File: src/rtl/core/ax25fd_pkg.sv
// Package of the AX.25 frame decoder: codes, result type and the CRC byte update.
package ax25fd_pkg;

    localparam int unsigned MAX_ADDRS_DEF = 10;
    localparam int unsigned MAX_INFO_DEF  = 256;

    localparam logic [15:0] CRC_INIT = 16'hFFFF;
    localparam logic [15:0] CRC_POLY = 16'h8408;
    localparam logic [15:0] CRC_XOR  = 16'hFFFF;

    localparam logic [4:0] MIN_FRAME_BYTES = 5'd18;

    localparam logic [2:0] KIND_CALL   = 3'd0;
    localparam logic [2:0] KIND_SSID   = 3'd1;
    localparam logic [2:0] KIND_CTRL   = 3'd2;
    localparam logic [2:0] KIND_PID    = 3'd3;
    localparam logic [2:0] KIND_INFO   = 3'd4;
    localparam logic [2:0] KIND_STATUS = 3'd5;

    localparam logic [2:0] ST_OK         = 3'd0;
    localparam logic [2:0] ST_TOO_SHORT  = 3'd1;
    localparam logic [2:0] ST_BAD_CHECK  = 3'd2;
    localparam logic [2:0] ST_BAD_ADDR   = 3'd3;
    localparam logic [2:0] ST_NO_CTRL    = 3'd4;
    localparam logic [2:0] ST_INFO_LONG  = 3'd5;

    typedef struct packed {
        logic [2:0] kind;
        logic [7:0] value;
        logic [3:0] addr_index;
        logic [3:0] ssid;
        logic       repeated;
        logic       addr_last;
        logic [2:0] status;
        logic [3:0] addr_total;
        logic [8:0] info_length;
        logic       run_last;
    } result_t;

    // Reflected CRC-16 update over one byte, least significant bit first.
    function automatic logic [15:0] crc_byte(input logic [15:0] crc, input logic [7:0] b);
        logic [15:0] c;
        c = crc ^ {8'h00, b};
        for (int i = 0; i < 8; i++)
        begin
            c = c[0] ? ((c >> 1) ^ CRC_POLY) : (c >> 1);
        end
        return c;
    endfunction

endpackage

File: src/rtl/core/ax25fd_byte_if.sv
// Channel interface carrying received frame bytes into the decoder.
interface ax25fd_byte_if;
    logic       valid;
    logic       ready;
    logic [7:0] data_byte;
    logic       frame_end;

    modport source (output valid, output data_byte, output frame_end, input ready);
    modport sink (input valid, input data_byte, input frame_end, output ready);
endinterface

File: src/rtl/core/ax25fd_item_if.sv
// Channel interface carrying decoded result items out of the decoder.
interface ax25fd_item_if;
    logic       valid;
    logic       ready;
    logic [2:0] kind;
    logic [7:0] value;
    logic [3:0] addr_index;
    logic [3:0] ssid;
    logic       repeated;
    logic       addr_last;
    logic [2:0] status;
    logic [3:0] addr_total;
    logic [8:0] info_length;
    logic       run_last;

    modport source (output valid, output kind, output value, output addr_index,
                    output ssid, output repeated, output addr_last, output status,
                    output addr_total, output info_length, output run_last,
                    input ready);
    modport sink (input valid, input kind, input value, input addr_index,
                  input ssid, input repeated, input addr_last, input status,
                  input addr_total, input info_length, input run_last,
                  output ready);
endinterface

File: src/rtl/core/ax25_frame_decoder.sv
// AX.25 frame decoder: byte classification, CRC-16/X.25 check and frame status.
//
// byte_chan takes the unstuffed bytes of a frame, one per transfer, with
// frame_end set on the last byte. item_chan delivers result items: callsign
// characters, SSID bytes, control, PID and info bytes, and one status item per
// frame. A byte leaves a two-byte delay line, so its item is written when the
// byte two positions later is accepted and shows on item_chan the next cycle
// if the queue was empty. The status item is written with the frame_end
// transfer, behind the payload item that the same transfer writes, if any.
// The consumer drops a frame's items unless its status is ok.
// Throughput is one byte per cycle while byte_chan is ready. The CRC update,
// classification and the end-of-frame checks sit in one combinational stage in
// front of a four-entry result queue, so a byte causes up to two queue writes in
// the cycle it is accepted. byte_chan is ready while at most two items wait in
// the queue; a stalled receiver therefore stops byte_chan once three or four
// items wait. The frame_end byte writes up to two items: the payload item of the
// oldest held byte, if any, and the status item.
// Reset empties the queue and returns the parser to the address phase with the
// CRC preset to all ones.
module ax25_frame_decoder #(
    parameter int unsigned MAX_ADDRS = ax25fd_pkg::MAX_ADDRS_DEF,
    parameter int unsigned MAX_INFO  = ax25fd_pkg::MAX_INFO_DEF
) (
    input  logic                 clk,
    input  logic                 rst_n,
    ax25fd_byte_if.sink          byte_chan,
    ax25fd_item_if.source        item_chan
);

    localparam int unsigned ICW = $clog2(MAX_INFO + 2);
    localparam logic [ICW-1:0] INFO_LIMIT = ICW'(MAX_INFO);
    localparam logic [ICW-1:0] INFO_SAT   = ICW'(MAX_INFO + 1);
    localparam logic [ICW-1:0] INFO_ONE   = ICW'(1);
    localparam logic [3:0]     ADDR_LIMIT = 4'(MAX_ADDRS);

    localparam logic [2:0] PH_ADDR = 3'd0;
    localparam logic [2:0] PH_CTRL = 3'd1;
    localparam logic [2:0] PH_PID  = 3'd2;
    localparam logic [2:0] PH_INFO = 3'd3;
    localparam logic [2:0] PH_HALT = 3'd4;

    localparam int unsigned QDEPTH = 4;
    localparam logic [2:0]  QROOM  = 3'(QDEPTH - 2);

    logic [7:0]     dly0_reg, dly0_next;
    logic [7:0]     dly1_reg, dly1_next;
    logic [1:0]     fill_reg, fill_next;
    logic [15:0]    crc_reg, crc_next;
    logic [4:0]     len_reg, len_next;
    logic [2:0]     phase_reg, phase_next;
    logic [3:0]     addr_count_reg, addr_count_next;
    logic [2:0]     addr_pos_reg, addr_pos_next;
    logic           saw_last_reg, saw_last_next;
    logic [ICW-1:0] info_count_reg, info_count_next;

    ax25fd_pkg::result_t queue_reg [QDEPTH];
    logic [1:0] wr_ptr_reg, rd_ptr_reg;
    logic [2:0] count_reg;

    ax25fd_pkg::result_t pay_item, st_item, head;
    logic        pay_valid, st_valid;
    logic [3:0]  addr_inc;
    logic [7:0]  pb;
    logic [15:0] stored_check;
    logic        accept, pop;
    logic [1:0]  st_slot;
    logic [1:0]  push_cnt;

    assign accept = byte_chan.valid && byte_chan.ready;
    assign byte_chan.ready = (count_reg <= QROOM);
    assign pb = dly0_reg;
    assign addr_inc = addr_count_reg + 4'd1;

    always_comb
    begin
        dly0_next       = dly0_reg;
        dly1_next       = dly1_reg;
        fill_next       = fill_reg;
        crc_next        = crc_reg;
        phase_next      = phase_reg;
        addr_count_next = addr_count_reg;
        addr_pos_next   = addr_pos_reg;
        saw_last_next   = saw_last_reg;
        info_count_next = info_count_reg;
        pay_item        = '0;
        pay_valid       = 1'b0;
        st_item         = '0;
        st_valid        = 1'b0;
        stored_check    = '0;

        len_next = (len_reg == ax25fd_pkg::MIN_FRAME_BYTES) ? len_reg : len_reg + 5'd1;

        if (fill_reg == 2'd2)
        begin
            // The oldest held byte is payload: it enters the CRC and is classified.
            dly0_next = dly1_reg;
            dly1_next = byte_chan.data_byte;
            crc_next  = ax25fd_pkg::crc_byte(crc_reg, pb);
            case (phase_reg)
                PH_ADDR:
                begin
                    pay_valid = 1'b1;
                    pay_item.addr_index = addr_count_reg;
                    if (addr_pos_reg < 3'd6)
                    begin
                        pay_item.kind  = ax25fd_pkg::KIND_CALL;
                        pay_item.value = {1'b0, pb[7:1]};
                        addr_pos_next  = addr_pos_reg + 3'd1;
                    end
                    else
                    begin
                        pay_item.kind      = ax25fd_pkg::KIND_SSID;
                        pay_item.value     = pb;
                        pay_item.ssid      = pb[4:1];
                        pay_item.repeated  = pb[7];
                        pay_item.addr_last = pb[0];
                        addr_pos_next      = 3'd0;
                        addr_count_next    = addr_inc;
                        if (pb[0])
                        begin
                            saw_last_next = 1'b1;
                            phase_next    = (addr_inc < 4'd2) ? PH_HALT : PH_CTRL;
                        end
                        else if (addr_inc >= ADDR_LIMIT)
                        begin
                            phase_next = PH_HALT;
                        end
                    end
                end
                PH_CTRL:
                begin
                    pay_valid      = 1'b1;
                    pay_item.kind  = ax25fd_pkg::KIND_CTRL;
                    pay_item.value = pb;
                    phase_next     = PH_PID;
                end
                PH_PID:
                begin
                    pay_valid      = 1'b1;
                    pay_item.kind  = ax25fd_pkg::KIND_PID;
                    pay_item.value = pb;
                    phase_next     = PH_INFO;
                end
                PH_INFO:
                begin
                    if (info_count_reg < INFO_LIMIT)
                    begin
                        pay_valid      = 1'b1;
                        pay_item.kind  = ax25fd_pkg::KIND_INFO;
                        pay_item.value = pb;
                    end
                    if (info_count_reg < INFO_SAT)
                    begin
                        info_count_next = info_count_reg + INFO_ONE;
                    end
                end
                default:
                begin
                end
            endcase
        end
        else if (fill_reg == 2'd0)
        begin
            dly0_next = byte_chan.data_byte;
            fill_next = 2'd1;
        end
        else
        begin
            dly1_next = byte_chan.data_byte;
            fill_next = 2'd2;
        end

        pay_item.run_last = !byte_chan.frame_end;

        if (byte_chan.frame_end)
        begin
            stored_check = {dly1_next, dly0_next};
            st_valid     = 1'b1;
            st_item.kind = ax25fd_pkg::KIND_STATUS;
            if (len_next < ax25fd_pkg::MIN_FRAME_BYTES)
                st_item.status = ax25fd_pkg::ST_TOO_SHORT;
            else if ((crc_next ^ ax25fd_pkg::CRC_XOR) != stored_check)
                st_item.status = ax25fd_pkg::ST_BAD_CHECK;
            else if (!saw_last_next || addr_count_next < 4'd2)
                st_item.status = ax25fd_pkg::ST_BAD_ADDR;
            else if (phase_next == PH_CTRL || phase_next == PH_PID)
                st_item.status = ax25fd_pkg::ST_NO_CTRL;
            else if (info_count_next > INFO_LIMIT)
                st_item.status = ax25fd_pkg::ST_INFO_LONG;
            else
                st_item.status = ax25fd_pkg::ST_OK;
            st_item.addr_total  = addr_count_next;
            st_item.info_length = 9'(info_count_next);
            st_item.run_last    = 1'b1;

            // The frame is done: everything returns to its start values.
            dly0_next       = 8'd0;
            dly1_next       = 8'd0;
            fill_next       = 2'd0;
            crc_next        = ax25fd_pkg::CRC_INIT;
            len_next        = 5'd0;
            phase_next      = PH_ADDR;
            addr_count_next = 4'd0;
            addr_pos_next   = 3'd0;
            saw_last_next   = 1'b0;
            info_count_next = '0;
        end
    end

    always_ff @(posedge clk or negedge rst_n)
    begin
        if (!rst_n)
        begin
            dly0_reg       <= 8'd0;
            dly1_reg       <= 8'd0;
            fill_reg       <= 2'd0;
            crc_reg        <= ax25fd_pkg::CRC_INIT;
            len_reg        <= 5'd0;
            phase_reg      <= PH_ADDR;
            addr_count_reg <= 4'd0;
            addr_pos_reg   <= 3'd0;
            saw_last_reg   <= 1'b0;
            info_count_reg <= '0;
        end
        else if (accept)
        begin
            dly0_reg       <= dly0_next;
            dly1_reg       <= dly1_next;
            fill_reg       <= fill_next;
            crc_reg        <= crc_next;
            len_reg        <= len_next;
            phase_reg      <= phase_next;
            addr_count_reg <= addr_count_next;
            addr_pos_reg   <= addr_pos_next;
            saw_last_reg   <= saw_last_next;
            info_count_reg <= info_count_next;
        end
    end

    // Result queue: up to two writes per accepted byte, one read per output transfer.
    assign pop      = item_chan.valid && item_chan.ready;
    assign st_slot  = pay_valid ? wr_ptr_reg + 2'd1 : wr_ptr_reg;
    assign push_cnt = accept ? ({1'b0, pay_valid} + {1'b0, st_valid}) : 2'd0;

    always_ff @(posedge clk)
    begin
        if (accept && pay_valid)
            queue_reg[wr_ptr_reg] <= pay_item;
        if (accept && st_valid)
            queue_reg[st_slot] <= st_item;
    end

    always_ff @(posedge clk or negedge rst_n)
    begin
        if (!rst_n)
        begin
            wr_ptr_reg <= 2'd0;
            rd_ptr_reg <= 2'd0;
            count_reg  <= 3'd0;
        end
        else
        begin
            wr_ptr_reg <= wr_ptr_reg + push_cnt;
            if (pop)
                rd_ptr_reg <= rd_ptr_reg + 2'd1;
            count_reg <= count_reg + {1'b0, push_cnt} - {2'b00, pop};
        end
    end

    assign head = queue_reg[rd_ptr_reg];

    assign item_chan.valid       = (count_reg != 3'd0);
    assign item_chan.kind        = head.kind;
    assign item_chan.value       = head.value;
    assign item_chan.addr_index  = head.addr_index;
    assign item_chan.ssid        = head.ssid;
    assign item_chan.repeated    = head.repeated;
    assign item_chan.addr_last   = head.addr_last;
    assign item_chan.status      = head.status;
    assign item_chan.addr_total  = head.addr_total;
    assign item_chan.info_length = head.info_length;
    assign item_chan.run_last    = head.run_last;

endmodule

File: src/flat_wrapper.sv
// flat-port wrapper written by rule: the top's interface ports become plain ports
module ax25_frame_decoder_flat 
#(
    parameter int unsigned MAX_ADDRS = ax25fd_pkg::MAX_ADDRS_DEF,
    parameter int unsigned MAX_INFO  = ax25fd_pkg::MAX_INFO_DEF
)
  (clk, rst_n, byte_chan_valid, byte_chan_data_byte, byte_chan_frame_end, byte_chan_ready, item_chan_valid, item_chan_kind, item_chan_value, item_chan_addr_index, item_chan_ssid, item_chan_repeated, item_chan_addr_last, item_chan_status, item_chan_addr_total, item_chan_info_length, item_chan_run_last, item_chan_ready);
  ax25fd_byte_if byte_chan_i ();
  ax25fd_item_if item_chan_i ();
  input  logic clk;
  input  logic rst_n;
  input wire logic [$bits(byte_chan_i.valid)-1:0] byte_chan_valid;
  input wire logic [$bits(byte_chan_i.data_byte)-1:0] byte_chan_data_byte;
  input wire logic [$bits(byte_chan_i.frame_end)-1:0] byte_chan_frame_end;
  output wire logic [$bits(byte_chan_i.ready)-1:0] byte_chan_ready;
  output wire logic [$bits(item_chan_i.valid)-1:0] item_chan_valid;
  output wire logic [$bits(item_chan_i.kind)-1:0] item_chan_kind;
  output wire logic [$bits(item_chan_i.value)-1:0] item_chan_value;
  output wire logic [$bits(item_chan_i.addr_index)-1:0] item_chan_addr_index;
  output wire logic [$bits(item_chan_i.ssid)-1:0] item_chan_ssid;
  output wire logic [$bits(item_chan_i.repeated)-1:0] item_chan_repeated;
  output wire logic [$bits(item_chan_i.addr_last)-1:0] item_chan_addr_last;
  output wire logic [$bits(item_chan_i.status)-1:0] item_chan_status;
  output wire logic [$bits(item_chan_i.addr_total)-1:0] item_chan_addr_total;
  output wire logic [$bits(item_chan_i.info_length)-1:0] item_chan_info_length;
  output wire logic [$bits(item_chan_i.run_last)-1:0] item_chan_run_last;
  input wire logic [$bits(item_chan_i.ready)-1:0] item_chan_ready;
  assign byte_chan_i.valid = byte_chan_valid;
  assign byte_chan_i.data_byte = byte_chan_data_byte;
  assign byte_chan_i.frame_end = byte_chan_frame_end;
  assign byte_chan_ready = byte_chan_i.ready;
  assign item_chan_valid = item_chan_i.valid;
  assign item_chan_kind = item_chan_i.kind;
  assign item_chan_value = item_chan_i.value;
  assign item_chan_addr_index = item_chan_i.addr_index;
  assign item_chan_ssid = item_chan_i.ssid;
  assign item_chan_repeated = item_chan_i.repeated;
  assign item_chan_addr_last = item_chan_i.addr_last;
  assign item_chan_status = item_chan_i.status;
  assign item_chan_addr_total = item_chan_i.addr_total;
  assign item_chan_info_length = item_chan_i.info_length;
  assign item_chan_run_last = item_chan_i.run_last;
  assign item_chan_i.ready = item_chan_ready;
  ax25_frame_decoder #(.MAX_ADDRS(MAX_ADDRS), .MAX_INFO(MAX_INFO)) u_core (.clk(clk), .rst_n(rst_n), .byte_chan(byte_chan_i), .item_chan(item_chan_i));
endmodule
File: config.mk
export PLATFORM = sky130hd
export DESIGN_NAME = ax25_frame_decoder_flat
export DESIGN_NICKNAME = d
export VERILOG_FILES = /design/src/rtl/core/ax25fd_pkg.sv /design/src/rtl/core/ax25fd_byte_if.sv /design/src/rtl/core/ax25fd_item_if.sv /design/src/rtl/core/ax25_frame_decoder.sv /design/src/flat_wrapper.sv
export SDC_FILE = /design/constraint.sdc
export NUM_CORES = 1
export LEC_CHECK = 0
export ABC_AREA = 1
export BUFFER_PORTS_ARGS = -buffer_cell sky130_fd_sc_hd__buf_2
export CAP_MARGIN = 20
export CORE_ASPECT_RATIO = 1.25
export CORE_MARGIN = 3
export CORE_UTILIZATION = 35
export CTS_CLUSTER_SIZE = 14
export DETAILED_ROUTE_END_ITERATION = 6
export PLACE_DENSITY = 0.56
export SLEW_MARGIN = 10
export SYNTH_ARGS = -nofsm -noshare
export SYNTH_HDL_FRONTEND = slang
export SYNTH_SLANG_ARGS = --single-unit
export TNS_END_PERCENT = 100
File: constraint.sdc
create_clock -name clk -period 2.93 [get_ports clk]
set_input_delay 0.586 -clock clk [delete_from_list [all_inputs] [get_ports clk]]
set_output_delay 0.586 -clock clk [all_outputs]
set_load 0.05 [all_outputs]
==> results of run 1 <==
==> area by class of cell <==
cell class | instances | area share (%)
clock buffers | 33 | 5.381
inverters | 190 | 5.486
well taps | 412 | 3.924
repair buffers | 86 | 4.333
multi-input cells | 1064 | 37.79
flip-flops and latches | 218 | 41.69
clock inverters | 11 | 1.400
==> metrics by stage <==
stage          hold slack, ns  power (mW)
2_1_floorplan          0.2904       10.43
3_3_place_gp           0.4664       12.59
3_5_place_dp           0.4710       12.64
4_1_cts               0.08574       16.08
5_1_grt               0.08790       17.17
6_report              0.06446       15.99
==> layer usage <==
metal  wire length [um]  part of all wire, %  GRT usage, %  vias up
li1                   -                    -             -     5073
met1              14740                   44         24.62     4826
met2              16450                   49         32.99      243
met3               1526                  4.6         2.233       44
met4                578                  1.7         4.347        0
met5                  0                    0             0        -
==> worst min path at each step <==
| stage | start | cells past startpoint | end | slack, ns |
|---|---|---|---|---|
| 2_1_floorplan | rst_n | 0 | u_core.addr_count_reg[0] | 0.29 |
| 3_3_place_gp | u_core.addr_pos_reg[0] | 1 | u_core.addr_pos_reg[0] | 0.47 |
| 3_5_place_dp | u_core.addr_pos_reg[0] | 1 | u_core.addr_pos_reg[0] | 0.47 |
| 4_1_cts | rst_n | 2 | u_core.info_count_reg[0] | 0.09 |
| 5_1_grt | rst_n | 2 | u_core.info_count_reg[0] | 0.09 |
| 6_report | rst_n | 2 | u_core.info_count_reg[0] | 0.06 |
==> logic make-up (layout without fill, tap and decap cells) <==
family	Yosys count	count (layout)	synth area share (%)
adders and majority gates	16	16	1.800
and+or+nand+nor	744	744	26.17
buffers and inverters	260	320	9.573
AOI/OAI and AO/OA	291	291	13.96
DFF	218	218	47.44
xor gates and xnor gates	13	13	1.052
==> power by group through the flow <==
stage          sequential (mW)  combinational [mW]  clock [mW]
2_1_floorplan             4.37                6.06           0
3_3_place_gp              4.51                8.08           0
3_5_place_dp              4.52                8.12           0
4_1_cts                   4.47                8.15        3.46
5_1_grt                   4.57                9.02        3.58
6_report                  4.48                8.12        3.40
==> cell usage in the layout (no fill, tap or decap), types with 5 or more instances in the layout <==
cell type  instances
buf_4             29
nand3b_1           5
nor2_1           213
nand2_4            5
dfxtp_1           76
bufinv_16          5
inv_1            174
dfstp_2           16
edfxtp_1          76
dfrtp_1           49
nand4_1            6
clkinv_2           8
nor3_1             8
inv_2             11
clkbuf_16         26
nand2_1          426
xor2_1            10
nand3_1           65
a21oi_1           26
ha_1              15
o22ai_1           81
o21ai_0          164
buf_2             52
==> repair_timing <==
item,in CTS,in global routing
buffers inserted,0,0
setup endpoints to repair,0,4
resized for setup,0,1
endpoints found under the hold margin,0,0
==> qor.yml, run 1 <==
outcome:
  outcome: "finished, final reports clean"
synthesis:
  ys.flop_type: "edfxtp_1"
  ys_seq_elements: 218
  synth-seq-area-share_pct: 47.44
  syn_inst: 1542
  synth_largest_area_cell: "edfxtp_1"
  synth_area_leaders: "edfxtp_1 (20%), nand2_1 (14%), dfxtp_1 (13%), dfrtp_1 (11%), o21ai_0 (7.1%)"
  post_synth.cell_area_avg_um2: 7.484
  netlist.area_leader.share_pct: 19.77
  syn_nets: 1571
  yosysUniqueCellTypes: 46
  yosysWarningCount: 0
  syn_area_um2: 11540
  async_reset_ff_share_pct: 30.28
  synth.most_common_cell: "nand2_1"
  synth_edf_count: 76
  synthTopCellsByCount: "nand2_1 (426), nor2_1 (213), inv_1 (175)"
setup_path:
  reg2regPathDepth: 14
  crit_start: "u_core.rd_ptr_reg[1]"
  r2r_end: "u_core.queue_reg[3][15]"
  crit_end: "item_chan_value[6]"
  crit_type: "reg -> out"
  crit_buf_inv: 2
  critPathArrivalTime_ns: 2.12
  r2r_slack_ns: 0.24
  critPathRequiredTime_ns: 2.34
  worstPathMaxFanout: 38
  cp-start-kind: "flip-flop"
  r2r_start: "u_core.fill_reg[0]"
  path_depth: 4
  endpoint_kind: "output port"
  slowest_delay_ns: 0.41
  path_cells: "buf_4 > o21ai_0 > o22ai_1 > buf_2"
  crit_family: "buffers and inverters"
  cp_slowest_cell: "buf_4"
cts:
  cts_sinks: 218
  cts_hold_buf: 0
  cts_max_path_buffers: 3
  cts_tree: "done"
  clkSlewWorstSetupHoldPaths_ns: 0.06
  htreeDepth: 1
  cts-root-buf: "clkbuf_16"
  clk-insertion-delay-late_ns: 0.52
  cts_made_buffers: 24
place:
  pre_cts_ws_ns: 0.2683
  dp_cells: 1970
  dp_hpwl_um: 21830
  gp_congestion: 0.8790
  place.port_buffers: 52
  placed_cell_area_um2: 12240
job:
  drv_cap: 0
grt:
  track_usage_pct: 18.73
  grt_antenna_before_repair: 0
  grt_pass1_vias: 9935
  grt.overflow.total: 0
  grt_start_max_net_pins: 77
  grt_pass1_wl_um: 53860
route:
  drt-initial-drc-count: 763
  wl_per_cell_um: 16.53
  drcViolationCount: 0
  ant_nets: 0
  num_vias: 10190
  drtPass1Iterations: 5
  totalWireLength_um: 33300
  avgViaCountPerCell: 5.058
layout:
  drive_above_1_share_pct: 11.61
  area_growth_pct: 13.83
  multi_input_area_um2: 4965
  seqCellArea_um2: 5477
  final_area_um2: 13140
  insertedDiodeCount: 0
  largest_reg_flops: 152
  fill_cells: 3327
  finalNetCount: 1613
  utilization_pct: 40.86
  post_layout_nonfiller_instances: 2014
pwr:
  clkPwrFrac_pct: 21.2
  p_leak_nw: 6.218
  power_density_nw_per_um2: 1217
  pwr-share-seq_pct: 28.0
  p_comb_share_pct: 50.8
  power_switching_mw: 7.652
  swShare_pct: 47.85
  irDropWorstVdd_v: 0.0006101
  p_int_mw: 8.339
floorplanning:
  core.rowCount: 73
  die_height_um: 209.0
  core_area_um2: 32150
  dieArea_um2: 35200
  die_x_um: 168.4
  num_io_pins: 53
  start_util_pct: 35.90
sta:
  finalSetupViolCount: 0
  fin_crit_sh_pct: 92.43
  clock.fmax_mhz: 369.3
  fin_tns_setup_ns: 0
  fin_ws_ns: 0.2218
  relSlewSlack_pct: 54.58
  clock-skew-final_ns: 0.01202
  worst_slew_pin_slew_ns: 0.6742
  grt_setup_unrepaired: "false"
  drv_slew: 0
  hold_viol: 0
  min_period_ns: 2.708
min_path:
  hp-class: "in -> async"
No activity file was read; power rests on OpenSTA's default activity.
==> run 2, diff against run 1 <==
--- a/config.mk
+++ b/config.mk
@@ -11,9 +11,10 @@
 export CORE_ASPECT_RATIO = 1.25
 export CORE_MARGIN = 3
 export CORE_UTILIZATION = 35
+export CTS_CLUSTER_DIAMETER = 80
 export CTS_CLUSTER_SIZE = 14
 export DETAILED_ROUTE_END_ITERATION = 6
-export PLACE_DENSITY = 0.56
+export PLACE_DENSITY = 0.58
 export SLEW_MARGIN = 10
 export SYNTH_ARGS = -nofsm -noshare
 export SYNTH_HDL_FRONTEND = slang
==> constraint.sdc (replaced) <==
create_clock -name clk -period 2.4 [get_ports clk]
set_input_delay 0.48 -clock clk [delete_from_list [all_inputs] [get_ports clk]]
set_output_delay 0.48 -clock clk [all_outputs]
set_load 0.05 [all_outputs]
==> qor.yml, run 2 (synthesis results as in run 1) <==
outcome:
  outcome: "finished, final reports clean"  # unchanged
layout:
  largest_reg_flops: 152  # unchanged
  post_layout_nonfiller_instances: 2075  # was 2014
  layout_commonest_cell: "nand2_1"  # unchanged
  insertedDiodeCount: 0  # unchanged
  area_growth_pct: 22.35  # was 13.83%
  mostFrequentLayoutCells: "nand2_1 (398), nor2_1 (200), inv_1 (169), o21ai_0 (158), buf_4 (101)"  # was nand2_1 (426), nor2_1 (213), inv_1 (174), o21ai_0 (164), o22ai_1 (81)
  drive_above_1_share_pct: 20.93  # was 11.61%
  utilization_pct: 43.92  # was 40.86%
  finalNetCount: 1682  # was 1613
setup_path:
  critPathRequiredTime_ns: 1.92  # was 2.34 ns
  crit_end: "item_chan_kind[1]"  # was item_chan_value[6]
  crit_start: "u_core.rd_ptr_reg[0]"  # was u_core.rd_ptr_reg[1]
  r2r_end: "u_core.queue_reg[3][5]"  # was u_core.queue_reg[3][15]
  cp-start-kind: "flip-flop"  # unchanged
  path_cells: "buf_12 > o21ai_0 > o22ai_2 > clkbuf_4"  # was buf_4 > o21ai_0 > o22ai_1 > buf_2
  cp_slowest_cell: "dfrtp_2"  # was buf_4
  crit_buf_inv: 2  # unchanged
  r2r_start: "u_core.phase_reg[2]"  # was u_core.fill_reg[0]
  path_depth: 4  # unchanged
  crit_family: "buffers and inverters"  # unchanged
  r2r_slack_ns: 0.08  # was 0.24 ns
  slowest_delay_ns: 0.48  # was 0.41 ns
  worstPathMaxFanout: 39  # was 38
  critPathArrivalTime_ns: 1.87  # was 2.12 ns
  reg2regPathDepth: 12  # was 14
  endpoint_kind: "output port"  # unchanged
  crit_type: "reg -> out"  # unchanged
grt:
  grt_antenna_before_repair: 0  # unchanged
  grt_pass1_vias: 10080  # was 9935
  grt_start_max_net_pins: 40  # was 77
  grt.overflow.total: 0  # unchanged
  track_usage_pct: 18.74  # was 18.73%
  grt_pass1_wl_um: 54070  # was 53860 um
floorplanning:
  core_area_um2: 32150  # unchanged
  start_util_pct: 35.90  # unchanged
  die_height_um: 209.0  # unchanged
  dieArea_um2: 35200  # unchanged
  core.rowCount: 73  # unchanged
  num_io_pins: 53  # unchanged
  die_x_um: 168.4  # unchanged
min_path:
  hp-class: "in -> reg"  # was in -> async
sta:
  min_period_ns: 2.348
  hold_viol: 0  # unchanged
  drv_slew: 0  # unchanged
  finalSetupViolCount: 0  # unchanged
  fin_ws_ns: 0.05243  # was 0.2218 ns
  fin_crit_sh_pct: 97.82
  worst_slew_pin_slew_ns: 0.6190  # was 0.6742 ns
  clock-skew-final_ns: 0.02156  # was 0.01202 ns
  relSlewSlack_pct: 58.73  # was 54.58%
  grt_setup_unrepaired: "true"  # was false
  clock.fmax_mhz: 426.0
route:
  totalWireLength_um: 33890  # was 33300 um
  drtPass1Iterations: 5  # unchanged
  num_vias: 10440  # was 10190
  ant_nets: 0  # unchanged
  drcViolationCount: 0  # unchanged
  drt-initial-drc-count: 770  # was 763
  wl_per_cell_um: 16.33  # was 16.53 um
  avgViaCountPerCell: 5.032  # was 5.058
pwr:
  p_leak_nw: 6.586  # was 6.218 nW
  irDropWorstVdd_v: 0.0009768  # was 0.0006101 V
  total_power_mw: 20.42  # was 15.99 mW
  power_density_nw_per_um2: 1446  # was 1217 nW/um2
cts:
  clk-insertion-delay-late_ns: 0.50  # was 0.52 ns
  cts_sinks: 218  # unchanged
  cts_max_path_buffers: 3  # unchanged
  cts-root-buf: "clkbuf_16"  # unchanged
  cts_tree: "done"  # unchanged
  clkSlewWorstSetupHoldPaths_ns: 0.08  # was 0.06 ns
  cts_made_buffers: 19  # was 24
  htreeDepth: 1  # unchanged
job:
  drv_cap: 0  # unchanged
place:
  dp_cells: 2034  # was 1970
  pre_cts_ws_ns: -0.1152  # was 0.2683 ns
  place.port_buffers: 52  # unchanged
  gp_congestion: 0.9066  # was 0.8790
  dp_hpwl_um: 23220  # was 21830 um
==> run 2: cell count changes in the layout (fill, tap and decap cells not counted), moves of 10 or more <==
cell,delta
buf_2,-32
buf_4,+72
buf_6,+11
clkbuf_4,+10
nand2_1,-28
nand2_2,+24
nor2_1,-13
nor2_2,+12
o22ai_1,-38
o22ai_2,+38
==> run 2: how the worst min path moves through the flow <==
stage | from | end | slack (ns) | depth (start not counted)
after floorplan | rst_n | u_core.addr_count_reg[0] | 0.18 | 0
after global placement | u_core.addr_pos_reg[0] | u_core.addr_pos_reg[0] | 0.46 | 1
after detailed placement | u_core.addr_pos_reg[0] | u_core.addr_pos_reg[0] | 0.48 | 1
after CTS | byte_chan_valid | u_core.crc_reg[11] | 0.37 | 3
after global routing | byte_chan_valid | u_core.crc_reg[11] | 0.37 | 3
final | byte_chan_valid | u_core.crc_reg[11] | 0.36 | 3
==> run 2: per-layer routing <==
metal	track usage [%]	vias to the layer above	part of all wire, %	wire length (um)
li1	-	5210	-	-
met1	23.92	4917	43	14530
met2	33.57	260	50	17020
met3	2.025	55	4.5	1515
met4	5.165	0	2.4	825
met5	0	-	0	0
==> run 2: per-stage QoR <==
stage               instance area, um2  TNS (ns)  hold WS (ns)
floorplan                        11810         0        0.1844
global placement                 13060   -0.2878        0.4609
detailed placement               13060   -0.7941        0.4848
CTS                              13730         0        0.3709
global route                     14120   -0.8190        0.3703
finish                           14120         0        0.3633
==> run 2: worst min-delay path, cell delays in order <==
cell and delay (ns):
buf_2 0.10, nand2_2 0.16, a22oi_1 0.11
==> run 2: timing repair <==
action | 4_1_cts | 5_1_grt
hold buffers | 1 | 0
resized for setup | 34 | 106
gates cloned | 1 | 3
buffers inserted | 0 | 5
endpoints found under the setup margin | 46 | 82
hold endpoints to repair | 17 | 0
pin swaps | 3 | 19
==> run 2: area by class of cell <==
class | count | area [um2]
fill | 3246 | 18030
sequential | 218 | 5485
multi-input combinational | 1064 | 5430
timing repair buffer | 160 | 1419
inverter | 190 | 740.7
tap | 412 | 515.5
clock buffer | 29 | 513.0
clock inverter | 2 | 17.52
==> run 2: power breakdown <==
part | internal, mW | switching, mW | leakage [nW] | total [mW]
Sequential | 4.82 | 0.687 | 2.13 | 5.51
Clock | 1.48 | 1.38 | 0.255 | 2.86
Combinational | 4.26 | 7.79 | 4.20 | 12.1
